<file path="config.mk">
export PLATFORM = sky130hd
export DESIGN_NAME = led_blink_breathe_controller_core
export DESIGN_NICKNAME = d
export VERILOG_FILES = /design/src/lbb_pkg.sv /design/src/lbb_regs.sv /design/src/led_blink_breathe_controller_core.sv
export SDC_FILE = /design/constraint.sdc
export NUM_CORES = 2
export LEC_CHECK = 0
export BUFFER_PORTS_ARGS = -buffer_cell sky130_fd_sc_hd__buf_2
export CAP_MARGIN = 30
export CORE_ASPECT_RATIO = 1.2
export CORE_MARGIN = 4
export CORE_UTILIZATION = 63
export CTS_CLUSTER_DIAMETER = 30
export DETAILED_ROUTE_END_ITERATION = 10
export PLACE_DENSITY = 0.84
export SLEW_MARGIN = 20
export SYNTH_ARGS = -nofsm -noshare
export SYNTH_HDL_FRONTEND = slang
export SYNTH_SLANG_ARGS = --single-unit
export TNS_END_PERCENT = 5
</file>
<file path="constraint.sdc">
create_clock -name clk_i -period 6.8 [get_ports clk_i]
set_input_delay 0.34 -clock clk_i [delete_from_list [all_inputs] [get_ports clk_i]]
set_output_delay 0.34 -clock clk_i [all_outputs]
set_load 0.03 [all_outputs]
</file>
<file path="src/lbb_pkg.sv">
package lbb_pkg;

  localparam int unsigned NumLedsDef = 8;
  localparam int unsigned TicksPerSecondDef = 1000;
  localparam int unsigned MaxOut = 8;
  localparam int unsigned PrescaleW = 10;

  localparam logic [31:0] Forever = 32'hffff_ffff;

  localparam logic [2:0] CmdTick    = 3'd0;
  localparam logic [2:0] CmdOff     = 3'd1;
  localparam logic [2:0] CmdOn      = 3'd2;
  localparam logic [2:0] CmdBlink   = 3'd3;
  localparam logic [2:0] CmdBreathe = 3'd4;

  localparam logic [1:0] ModeOff     = 2'd0;
  localparam logic [1:0] ModeOn      = 2'd1;
  localparam logic [1:0] ModeBlink   = 2'd2;
  localparam logic [1:0] ModeBreathe = 2'd3;

  localparam logic [2:0] RegLedCount    = 3'd0;
  localparam logic [2:0] RegActiveLow   = 3'd1;
  localparam logic [2:0] RegBlinkIntv   = 3'd2;
  localparam logic [2:0] RegBreathStep  = 3'd3;
  localparam logic [2:0] RegPwmTop      = 3'd4;

  localparam int unsigned ApbAddrW = 5;

  typedef struct packed {
    logic [3:0]  led_count;
    logic [7:0]  active_low_mask;
    logic [15:0] blink_interval_ms;
    logic [15:0] breath_step_ms;
    logic [15:0] pwm_top;
  } cfg_t;

endpackage

</file>
<file path="src/lbb_regs.sv">
module lbb_regs
  import lbb_pkg::*;
(
  input  logic                clk_i,
  input  logic                rst_ni,
  input  logic                psel,
  input  logic                penable,
  input  logic                pwrite,
  input  logic [ApbAddrW-1:0] paddr,
  input  logic [31:0]         pwdata,
  output logic [31:0]         prdata,
  output logic                pready,
  output cfg_t                cfg_o
);

  cfg_t       cfg_q;
  logic       wr_en;
  logic [2:0] reg_idx;

  assign pready  = 1'b1;
  assign wr_en   = psel && penable && pwrite;
  assign reg_idx = paddr[ApbAddrW-1:2];
  assign cfg_o   = cfg_q;

  always_ff @(posedge clk_i or negedge rst_ni) begin
    if (!rst_ni) begin
      cfg_q.led_count         <= 4'd0;
      cfg_q.active_low_mask   <= 8'd0;
      cfg_q.blink_interval_ms <= 16'd500;
      cfg_q.breath_step_ms    <= 16'd10;
      cfg_q.pwm_top           <= 16'd100;
    end else if (wr_en) begin
      case (reg_idx)
        RegLedCount:   cfg_q.led_count         <= pwdata[3:0];
        RegActiveLow:  cfg_q.active_low_mask   <= pwdata[7:0];
        RegBlinkIntv:  cfg_q.blink_interval_ms <= pwdata[15:0];
        RegBreathStep: cfg_q.breath_step_ms    <= pwdata[15:0];
        RegPwmTop:     cfg_q.pwm_top           <= pwdata[15:0];
        default: ;
      endcase
    end
  end

  always_comb begin
    case (reg_idx)
      RegLedCount:   prdata = {28'd0, cfg_q.led_count};
      RegActiveLow:  prdata = {24'd0, cfg_q.active_low_mask};
      RegBlinkIntv:  prdata = {16'd0, cfg_q.blink_interval_ms};
      RegBreathStep: prdata = {16'd0, cfg_q.breath_step_ms};
      RegPwmTop:     prdata = {16'd0, cfg_q.pwm_top};
      default:       prdata = 32'd0;
    endcase
  end

endmodule

</file>
<file path="src/led_blink_breathe_controller_core.sv">
// A mode command keeps busy high for one cycle and gives no result.
// A tick keeps busy high through a decode step and then, for each enabled LED,
// two steps on the one shared 32-bit subtractor (elapsed seconds, elapsed milliseconds)
// and an emit step. Each LED's result is registered there and strobed for one cycle.
// Results cannot be stalled by the receiver. Reset is asynchronous and active low; it
// clears the time counters and all LED state and loads the register defaults.
module led_blink_breathe_controller_core
  import lbb_pkg::*;
#(
  parameter int unsigned NUM_LEDS         = NumLedsDef,
  parameter int unsigned TICKS_PER_SECOND = TicksPerSecondDef
) (
  input  logic                clk_i,
  input  logic                rst_ni,
  input  logic                start,
  output logic                busy,
  input  logic [2:0]          command_i,
  input  logic [2:0]          led_index_i,
  input  logic [31:0]         duration_s_i,
  output logic                result_valid_o,
  output logic [2:0]          out_led_o,
  output logic [1:0]          mode_now_o,
  output logic                pin_level_o,
  output logic [15:0]         duty_o,
  output logic                duty_update_o,
  output logic                last_o,
  input  logic                psel,
  input  logic                penable,
  input  logic                pwrite,
  input  logic [ApbAddrW-1:0] paddr,
  input  logic [31:0]         pwdata,
  output logic [31:0]         prdata,
  output logic                pready
);

  localparam int unsigned IdxW   = (NUM_LEDS > 1) ? $clog2(NUM_LEDS) : 1;
  localparam int unsigned LimitC = (NUM_LEDS < MaxOut) ? NUM_LEDS : MaxOut;

  localparam logic [1:0] StIdle   = 2'd0;
  localparam logic [1:0] StDecode = 2'd1;
  localparam logic [1:0] StElS    = 2'd2;
  localparam logic [1:0] StEmit   = 2'd3;

  cfg_t cfg;

  lbb_regs u_regs (
    .clk_i   (clk_i),
    .rst_ni  (rst_ni),
    .psel    (psel),
    .penable (penable),
    .pwrite  (pwrite),
    .paddr   (paddr),
    .pwdata  (pwdata),
    .prdata  (prdata),
    .pready  (pready),
    .cfg_o   (cfg)
  );

  logic [1:0]           state_q, state_d;
  logic                 elms_q, elms_d;
  logic [2:0]           cmd_q;
  logic [2:0]           idx_q;
  logic [31:0]          dur_q;
  logic [2:0]           cur_q, cur_d;
  logic [31:0]          diff_q;
  logic                 alive_q;
  logic [31:0]          ms_now_q;
  logic [PrescaleW-1:0] pre_q;
  logic [31:0]          sec_now_q;

  logic [1:0]  mode_q  [NUM_LEDS];
  logic        phase_q [NUM_LEDS];
  logic [31:0] sms_q   [NUM_LEDS];
  logic [31:0] ssec_q  [NUM_LEDS];
  logic [31:0] limit_q [NUM_LEDS];
  logic [15:0] duty_q  [NUM_LEDS];

  logic [IdxW-1:0] addr;
  logic [3:0]      n_lim;
  logic            is_last;
  logic            idx_ok;
  logic [1:0]      new_mode;
  logic [31:0]     sub_a, sub_b, sub_y;
  logic            accept;

  logic        inv;
  logic [1:0]  m_cur;
  logic        ph_cur;
  logic [15:0] d_cur;
  logic [1:0]  m_nxt;
  logic        ph_nxt;
  logic [15:0] d_nxt;
  logic        sms_upd;
  logic        pin;
  logic        upd;

  logic        rv_q;
  logic [2:0]  rled_q;
  logic [1:0]  rmode_q;
  logic        rpin_q;
  logic [15:0] rduty_q;
  logic        rupd_q;
  logic        rlast_q;

  assign busy   = (state_q != StIdle);
  assign accept = start && !busy;

  assign n_lim   = (cfg.led_count > 4'(LimitC)) ? 4'(LimitC) : cfg.led_count;
  assign is_last = ({1'b0, cur_q} + 4'd1) == n_lim;
  assign idx_ok  = {29'd0, idx_q} < 32'(NUM_LEDS);
  assign addr    = (state_q == StDecode) ? IdxW'(idx_q) : IdxW'(cur_q);
  assign new_mode = 2'(cmd_q - 3'd1);

  // Shared subtractor: elapsed seconds first, then elapsed milliseconds.
  assign sub_a = elms_q ? ms_now_q : sec_now_q;
  assign sub_b = elms_q ? sms_q[addr] : ssec_q[addr];
  assign sub_y = sub_a - sub_b;

  assign m_cur  = mode_q[addr];
  assign ph_cur = phase_q[addr];
  assign d_cur  = duty_q[addr];
  assign inv    = cfg.active_low_mask[cur_q];

  always_comb begin
    m_nxt   = m_cur;
    ph_nxt  = ph_cur;
    d_nxt   = d_cur;
    sms_upd = 1'b0;
    pin     = inv;
    upd     = 1'b0;
    case (m_cur)
      ModeOff: begin
        ph_nxt = 1'b0;
      end
      ModeOn: begin
        pin    = !inv;
        ph_nxt = 1'b1;
      end
      ModeBlink: begin
        if (alive_q) begin
          pin = (!ph_cur) ^ inv;
          if (diff_q >= {16'd0, cfg.blink_interval_ms}) begin
            sms_upd = 1'b1;
            ph_nxt  = !ph_cur;
          end
        end else begin
          m_nxt = ModeOff;
        end
      end
      default: begin
        if (alive_q) begin
          if (diff_q >= {16'd0, cfg.breath_step_ms}) begin
            sms_upd = 1'b1;
            upd     = 1'b1;
            if (!ph_cur) begin
              d_nxt = (d_cur != 16'hffff) ? d_cur + 16'd1 : d_cur;
              if (d_nxt >= cfg.pwm_top) begin
                ph_nxt = 1'b1;
              end
            end else begin
              d_nxt = (d_cur != 16'd0) ? d_cur - 16'd1 : d_cur;
              if (d_nxt == 16'd0) begin
                ph_nxt = 1'b0;
              end
            end
          end
        end else begin
          m_nxt = ModeOff;
        end
      end
    endcase
  end

  always_comb begin
    state_d = state_q;
    elms_d  = elms_q;
    cur_d   = cur_q;
    case (state_q)
      StIdle: begin
        if (accept) begin
          state_d = StDecode;
        end
      end
      StDecode: begin
        cur_d  = 3'd0;
        elms_d = 1'b0;
        if (cmd_q == CmdTick && n_lim != 4'd0) begin
          state_d = StElS;
        end else begin
          state_d = StIdle;
        end
      end
      StElS: begin
        if (!elms_q) begin
          elms_d = 1'b1;
        end else begin
          elms_d  = 1'b0;
          state_d = StEmit;
        end
      end
      StEmit: begin
        if (is_last) begin
          state_d = StIdle;
        end else begin
          cur_d   = cur_q + 3'd1;
          state_d = StElS;
        end
      end
      default: state_d = StIdle;
    endcase
  end

  always_ff @(posedge clk_i or negedge rst_ni) begin
    if (!rst_ni) begin
      state_q <= StIdle;
      elms_q  <= 1'b0;
      cur_q   <= 3'd0;
      rv_q    <= 1'b0;
    end else begin
      state_q <= state_d;
      elms_q  <= elms_d;
      cur_q   <= cur_d;
      rv_q    <= (state_q == StEmit);
    end
  end

  always_ff @(posedge clk_i) begin
    if (accept) begin
      cmd_q <= command_i;
      idx_q <= led_index_i;
      dur_q <= duration_s_i;
    end
    if (state_q == StElS) begin
      diff_q <= sub_y;
      if (elms_q) begin
        alive_q <= diff_q <= limit_q[addr];
      end
    end
    if (state_q == StEmit) begin
      rled_q  <= cur_q;
      rmode_q <= m_nxt;
      rpin_q  <= (m_nxt == ModeBreathe) ? 1'b0 : pin;
      rduty_q <= (m_nxt == ModeBreathe) ? d_nxt : 16'd0;
      rupd_q  <= upd;
      rlast_q <= is_last;
    end
  end

  always_ff @(posedge clk_i or negedge rst_ni) begin
    if (!rst_ni) begin
      ms_now_q  <= 32'd0;
      pre_q     <= '0;
      sec_now_q <= 32'd0;
      for (int i = 0; i < NUM_LEDS; i++) begin
        mode_q[i]  <= ModeOff;
        phase_q[i] <= 1'b0;
        sms_q[i]   <= 32'd0;
        ssec_q[i]  <= 32'd0;
        limit_q[i] <= Forever;
        duty_q[i]  <= 16'd0;
      end
    end else begin
      if (state_q == StDecode) begin
        if (cmd_q == CmdTick) begin
          ms_now_q <= ms_now_q + 32'd1;
          if ({1'b0, pre_q} + 11'd1 >= 11'(TICKS_PER_SECOND)) begin
            pre_q     <= '0;
            sec_now_q <= sec_now_q + 32'd1;
          end else begin
            pre_q <= pre_q + PrescaleW'(1);
          end
        end else if ((cmd_q == CmdOff || cmd_q == CmdOn || cmd_q == CmdBlink ||
                      cmd_q == CmdBreathe) && idx_ok && m_cur != new_mode) begin
          mode_q[addr] <= new_mode;
          sms_q[addr]  <= ms_now_q;
          ssec_q[addr] <= sec_now_q;
          limit_q[addr] <= (new_mode == ModeBlink || new_mode == ModeBreathe) ?
                           dur_q : Forever;
          if (new_mode == ModeBreathe) begin
            phase_q[addr] <= 1'b0;
            duty_q[addr]  <= 16'd0;
          end
        end
      end
      if (state_q == StEmit) begin
        mode_q[addr]  <= m_nxt;
        phase_q[addr] <= ph_nxt;
        duty_q[addr]  <= d_nxt;
        if (sms_upd) begin
          sms_q[addr] <= ms_now_q;
        end
      end
    end
  end

  assign result_valid_o = rv_q;
  assign out_led_o      = rled_q;
  assign mode_now_o     = rmode_q;
  assign pin_level_o    = rpin_q;
  assign duty_o         = rduty_q;
  assign duty_update_o  = rupd_q;
  assign last_o         = rlast_q;

endmodule
</file>
# --- Yosys cells after proc, flatten, opt, wreduce, memory -nomap -nowiden ---
# Cells that the tools add are included.
# W data, S select, Z words.
totals:
  reg_bits: 1156
  latch_bits: 0
  mem_bits_rw: 0
  rom_bits: 0
  input_bits: 81
  output_inout_bits: 59
  elab_cells: 249
  memories: 0
op_classes:
  add_sub_neg: 10
  multipliers: 0
  n_div: 0
  magnitude_cmp: 9
  n_eq_ne: 22
  shift: 0
  muxes: 94
  bitwise: 7
  n_reduce_logical: 36
op_table:
  columns: ["cell", "n"]
  rows:
  - ["$mux W256", 5]
  - ["$bwmux W256", 4]
  - ["$mux W128", 5]
  - ["$mux W32", 10]
  - ["$bmux W32 S3", 3]
  - ["$mux W16", 13]
  - ["$and A128 B128 Y128", 1]
  - ["$bwmux W128", 1]
  - ["$not A128 Y128", 1]
  - ["$demux W32 S3", 1]
  - ["$pmux W16 S5", 1]
  - ["$add A32 B1 Y32 const B", 2]
  - ["$ge A32 B16 Y1", 2]
  - ["$bmux W16 S3", 1]
  - ["$demux W16 S3", 1]
  - ["$mux W8", 5]
  - ["$bwmux W16", 2]
  - ["$le A32 B32 Y1", 1]
  - ["$sub A32 B32 Y32", 1]
  - ["$mux W2", 9]
  - ["$reduce_and A2 Y1", 9]
  - ["$mux W1", 17]
  - ["$add A16 B1 Y16 const B", 1]
  - ["$ge A16 B16 Y1", 1]
  - ["49 further kinds", 81]

# --- Depth between registers and ports, before layout ---
logic_depth:
  depth_word: 16
  depth_mapped: 29
  depth_no_buf: 23

# --- Modules after synthesis ---
# A second synthesis with hierarchy kept.
hier_totals:
  hier_cells: 5062
  hier_area_um2: 55544.5
by_module_without_submodules:
  columns: ["mod", "instances", "cells_per_inst", "area_each_um2", "seq_area_each_um2"]
  rows:
  - ["led_blink_breathe_controller_core", 1, 4844, 52582.9, 28222.1]
  - ["lbb_regs", 1, 218, 2961.6, 1515.2]

# --- Least setup slack after synthesis ---
# No wires, ideal clock.
synth_path:
  kind: "register to register"
  startpoint: "reg state_q[1]"
  endpoint: "reg diff_q[30] (data pin)"
  setup_ns: 0.258
  arrival_ns: 5.423
  required_time_ns: 6.542
  slack_ns: 1.119
  path_stages_with_launch: 26
  n_path_buf: 7
  synth_period_minus_slack_ns: 5.681
  cell_sequence: "dfrtp_1 -> inv_1 -> ha_1 -> mux2_2 -> buf_2 -> buf_2 -> buf_1 -> clkbuf_1 -> clkbuf_1 -> clkbuf_1 -> clkbuf_1 -> a31oi_1 -> o21ai_0 -> o21ai_0 -> ha_1 -> fa_1 -> nor2b_1 -> o21a_1 -> o21ai_0 -> a21oi_1 -> o211ai_1 -> a211oi_1 -> o311ai_0 -> o21ai_0 -> a21oi_1 -> xnor2_1"
synth_between:
  elab_chain_cells: 8
  word_cells_on_any_way: 11
  cone_classes: "add/sub: 1; eq/ne: 1; mux: 8; bitwise: 1"
synth_rtl:
  columns: ["item", "line_no", "text"]
  rows:
  - ["start: declaration", "led_blink_breathe_controller_core.sv:59", "logic [1:0] state_q, state_d;"]
  - ["start signal: assignment", "led_blink_breathe_controller_core.sv:215", "state_q <= StIdle;"]
  - ["start signal: assignment", "led_blink_breathe_controller_core.sv:220", "state_q <= state_d;"]
  - ["$eq A2 B1 Y1 *", "led_blink_breathe_controller_core.sv:111", "assign addr = (state_q == StDecode) ? IdxW'(idx_q) : IdxW'(cur_q);"]
  - ["$mux W3 *", "led_blink_breathe_controller_core.sv:111", null]
  - ["$not A3 Y4 (implied by the code) *", "led_blink_breathe_controller_core.sv:116", "assign sub_b = elms_q ? sms_q[addr] : ssec_q[addr];"]
  - ["$bmux W32 S3", "led_blink_breathe_controller_core.sv:116", null]
  - ["$mux W32 (implied by the code) (2 in a row)", "led_blink_breathe_controller_core.sv:116", null]
  - ["$mux W32 *", "led_blink_breathe_controller_core.sv:116", null]
  - ["$sub A32 B32 Y32 *", "led_blink_breathe_controller_core.sv:117", "assign sub_y = sub_a - sub_b;"]
  - ["named net sub_y[30]", "led_blink_breathe_controller_core.sv:83", "logic [31:0] sub_a, sub_b, sub_y;"]
  - ["end signal: assignment", "led_blink_breathe_controller_core.sv:234", "diff_q <= sub_y;"]
  - ["end: declaration", "led_blink_breathe_controller_core.sv:65", "logic [31:0] diff_q;"]
# Mark *: on every way through the listed nets, which the timed path passes. The rest lies on a longest branch. The select of a mux whose other input is x is not followed.
# A chain may end at the register's enable or synchronous reset.

# --- Final worst setup path ---
layout_path:
  startpoint: "reg state_q[1]"
  endpoint: "reg phase_q[2] (netlist bit)"
layout_between:
  elab_chain_cells: 16
  word_cells_on_any_way: 48
  cone_classes: "add/sub: 2; order compare: 3; eq/ne: 6; mux: 28; bitwise: 3; reduce/logical: 6"
layout_rtl:
  columns: ["item", "line_no", "text"]
  rows:
  - ["$eq A2 B1 Y1", "led_blink_breathe_controller_core.sv:111, led_blink_breathe_controller_core.sv:263", null]
  - ["$mux W3", "led_blink_breathe_controller_core.sv:111", null]
  - ["$not A3 Y4 (implied by the code)", null, null]
  - ["$bmux W16 S3", "led_blink_breathe_controller_core.sv:121", "assign d_cur = duty_q[addr];"]
  - ["$mux W16 (implied by the code) (2 in a row)", "led_blink_breathe_controller_core.sv:121", null]
  - ["$add A16 B1 Y16 (tied with other cells)", "led_blink_breathe_controller_core.sv:156", "d_nxt = (d_cur != 16'hffff) ? d_cur + 16'd1 : d_cur;"]
  - ["$mux W16 (on tied branches)", "led_blink_breathe_controller_core.sv:156, led_blink_breathe_controller_core.sv:161", null]
  - ["$ge A16 B16 Y1 or $logic_not A16 Y1 (tied branches)", "led_blink_breathe_controller_core.sv:157, led_blink_breathe_controller_core.sv:162", null]
  - ["$mux W1 (on tied branches)", "led_blink_breathe_controller_core.sv:157, led_blink_breathe_controller_core.sv:162", null]
  - ["$mux W1", "led_blink_breathe_controller_core.sv:155", "if (!ph_cur) begin"]
  - ["$mux W1", "led_blink_breathe_controller_core.sv:152", "if (diff_q >= {16'd0, cfg.breath_step_ms}) begin"]
  - ["$mux W1", "led_blink_breathe_controller_core.sv:151", "if (alive_q) begin"]
  - ["$pmux W1 S3", "led_blink_breathe_controller_core.sv:131", "case (m_cur)"]
  - ["$bwmux W8", "led_blink_breathe_controller_core.sv:287", "phase_q[addr] <= ph_nxt;"]
  - ["$mux W8 *", "led_blink_breathe_controller_core.sv:285", "if (state_q == StEmit) begin"]
  - ["end signal: indexed assignment", "led_blink_breathe_controller_core.sv:287", null]
  - ["end: declaration", "led_blink_breathe_controller_core.sv:72", "logic phase_q [NUM_LEDS];"]
# Mark *: on every way between the ends. The rest lies on a longest branch, timed or not. The select of a mux whose other input is x is not followed.

==> flow_summary_export.csv <==
group,metric,value,unit
sta,finalSetupViolations,0,
cells_and_area,drive_gt1_share,22.5,%
power_and_ir_drop,powerDensity,403,nW/um2
setup_path,crit_type,"flop to flop",
hold_path,hold_class,"input pin to flop",
floorplanning,core_region_area,86800,um2
global_route,grt_overflow,0,
floorplanning,initial_core_util,63.8,%
placed_design,gp_congestion,0.965,
setup_path,arrival,7.13,ns
cells_and_area,fill_cells,5315,
floorplanning,rows,118,
floorplanning,die_x,279,um
clocking,htreeDepth,4,
synthesis,ys_ff_latch,1156,
cells_and_area,mostFrequentLayoutCells,"nand2_1, dfrtp_1, o21ai_0, mux2_2, dfstp_2",
cells_and_area,ff_latch_area,29700,um2
clocking,postCtsSetupBuffers,0,
clocking,cts_sinks,1156,
cells_and_area,layout_commonest_cell,"nand2_1",
sta,worst_pin_slew,1.00,ns
cells_and_area,multiInputGateArea,24000,um2
global_route,met2_usage,60.7,%
placed_design,dpl.cell_count,6466,
detailed_routing,vias,47638,
synthesis,syn_inst,5471,
setup_path,worst_setup_path_end_kind,"flop",
sta,maxSlewHeadroom,32.3,%
cells_and_area,utilization,74.3,%
synthesis,ys_seq_area_share,53.7,%
global_route,antenna_found_initial,6,
detailed_routing,first_pass_iters,6,
synthesis,ys_types,88,
placed_design,dp_hpwl,107000,um
placed_design,post-place-ws,0.310,ns
sta,skew,0.0413,ns
run_status,status,"finished clean",
floorplanning,ios,140,
sta,finalCritPeriodShare,95.7,%
sta,report.final.hold_viol_count,0,
cells_and_area,layoutNonFillerInstCount,6870,
global_route,grt_pass1_wl,283000,um
sta,period_needed,6.51,ns
synthesis,ys_warn_count,0,
synthesis,synthArstFlopShare,91.8,%
clocking,clk_latency,0.80,ns
synthesis,syn_area,55400,um2
detailed_routing,drc,0,
global_route,grt_usage,39.5,%
detailed_routing,drt_iter0_drc,6766,
synthesis,synth_edf_count,95,
global_route,use_met1,46.0,%
sta,slew_violations,0,
floorplanning,die_area,92800,um2
setup_path,start_kind,"flop",
clocking,cts_buffer_depth,3,
sta,max_freq,154,MHz
global_route,met3_usage,11.5,%
detailed_routing,routed_wl,186000,um
global_route,grt_max_degree,171,
clocking,cts_root_buf,"clkbuf_16",
clocking,numCtsBuffers,183,
global_route,grt_pass1_vias,48975,
cells_and_area,synthToLayoutAreaGrowth,16.4,%
power_and_ir_drop,peakVddDrop,0.275,mV
sta,setup_slack,0.293,ns
run,maxCapViolations,0,
synthesis,synth_ff_type,"dfrtp_1",
floorplanning,die_y,333,um
setup_path,cp_max_fo,25,
clocking,cts_tree,"yes",
synthesis,syn_avg_cell_area,10.1,um2
detailed_routing,wire_per_inst,27.0,um
setup_path,critical_path_required,7.42,ns
clocking,clk_pin_slew,0.05,ns
global_route,busiest_layer,"met2",
detailed_routing,via_per_inst,6.93,
detailed_routing,final_antenna_net_count,0,
cells_and_area,final_nets,5782,
power_and_ir_drop,cellLeakagePower,29.2,nW
placed_design,port_buffers,104,
sta,hold_ws,0.150,ns
power breakdown:
| part | leakage, nW | switching, mW | internal, mW | total [mW] |
|---|---|---|---|---|
| clock | 3.13 | 3.62 | 6.11 | 9.73 |
| combinational | 11.4 | 4.88 | 2.24 | 7.12 |
| sequential | 14.6 | 0.653 | 8.49 | 9.14 |
kinds of logic after synthesis:
group / count (synthesis) / synth area share, %
buf+inv: 491 / 3.64
fa+ha+maj: 133 / 3.02
xor+xnor: 121 / 1.91
compound gates: 1280 / 14.4
simple gates: 1853 / 13.9
other cells: 2 / 0.0136
mux: 435 / 9.37
flops: 1156 / 53.7
final timing paths:
path                             start               end  slack (ns)  cells after the start
max                         state_q[1]        phase_q[2]        0.29                     24
min                              start        state_q[0]        0.15                      5
max reg2reg                 state_q[1]        phase_q[2]        0.29                     24
min reg2reg                ssec_q[209]       ssec_q[209]        0.48                      2
max in group asynchronous       rst_ni       ssec_q[163]        4.74                      4
min in group asynchronous       rst_ni  u_regs.cfg_o[50]        0.23                      2
cell usage after synthesis (all sizes together), types with 27 or more instances:
master	count	area [um2]
nand2	1335	5010
dfrtp	794	19900
o21ai	517	2590
mux2	352	3970
clkbuf	297	1110
dfstp	267	7020
a21oi	242	1210
nor2	211	792
a22oi	175	1310
ha	132	1650
buf	113	596
edfxtp	95	2850
xnor2	87	762
inv	79	297
nand3	59	305
mux2i	55	587
nand4	50	313
and3	37	231
a21o	35	263
xor2	34	298
nor3	33	165
a221oi	31	278
o22ai	31	194
mux4	28	634
o211ai	28	210
a32o	27	270
worst max-delay path, stage by stage (launching register included):
cell and delay [ns]:
dfrtp_1 0.42, inv_1 0.13, ha_1 0.44, mux2_4 0.55, buf_4 0.39, mux2i_1 0.16, o22ai_1 0.18, o22a_1 0.24
ha_1 0.21, inv_1 0.07, nor2_1 0.22, nand4_1 0.25, nor2_1 0.38, xnor2_1 0.17, ha_1 0.24, nand2b_1 0.14
a21o_1 0.18, a21o_1 0.17, a211oi_1 0.22, o21bai_1 0.10, a211o_1 0.30, a21oi_1 0.25, o31ai_2 0.16, a21oi_1 0.56
o41ai_1 0.17
timing repair:
| action | CTS | global route |
|---|---|---|
| resized for setup | 0 | 4 |
| hold buffers | 55 | 0 |
| endpoints found under the hold margin | 172 | 0 |
| setup endpoints to repair | 0 | 11 |
metrics by stage:
step | TNS, ns | power, mW | cell area (um2)
after CTS | 0 | 25.6 | 64400
after global placement | 0 | 15.5 | 57400
after floorplan | 0 | 13.1 | 55400
final | 0 | 26.0 | 64500
after detailed placement | 0 | 15.8 | 57400
after global routing | -0.336 | 26.8 | 64500
layer usage:
layer  part of all wire (%)  vias to the layer above
met4                    9.9                        2
met5                  0.011                        -
met2                     45                     3854
met3                     12                     1267
li1                       -                    19409
met1                     33                    23106
area by class of cell:
class	count	area share, %
Antenna cell	4	0.0155
Clock buffer	212	7.62
Clock inverter	131	2.38
Inverter	81	0.471
Multi-Input combinational cell	3839	37.2
Sequential cell	1156	46.1
Tap cell	1140	2.21
Timing Repair Buffer	307	3.94
sequential cells by signal (all words and copies together), names as in the netlist, 3 cells and up:
signal and cells:
cmd_q 3, cur_q 3, diff_q 32, dur_q 32, duty_o 16, duty_q 128, idx_q 3, limit_q 256
mode_q 16, ms_now_q 32, out_led_o 3, phase_q 8, pre_q 10, sec_now_q 32, sms_q 256, ssec_q 256
u_regs.cfg_o 60
No activity file was read; power rests on OpenSTA's default activity.
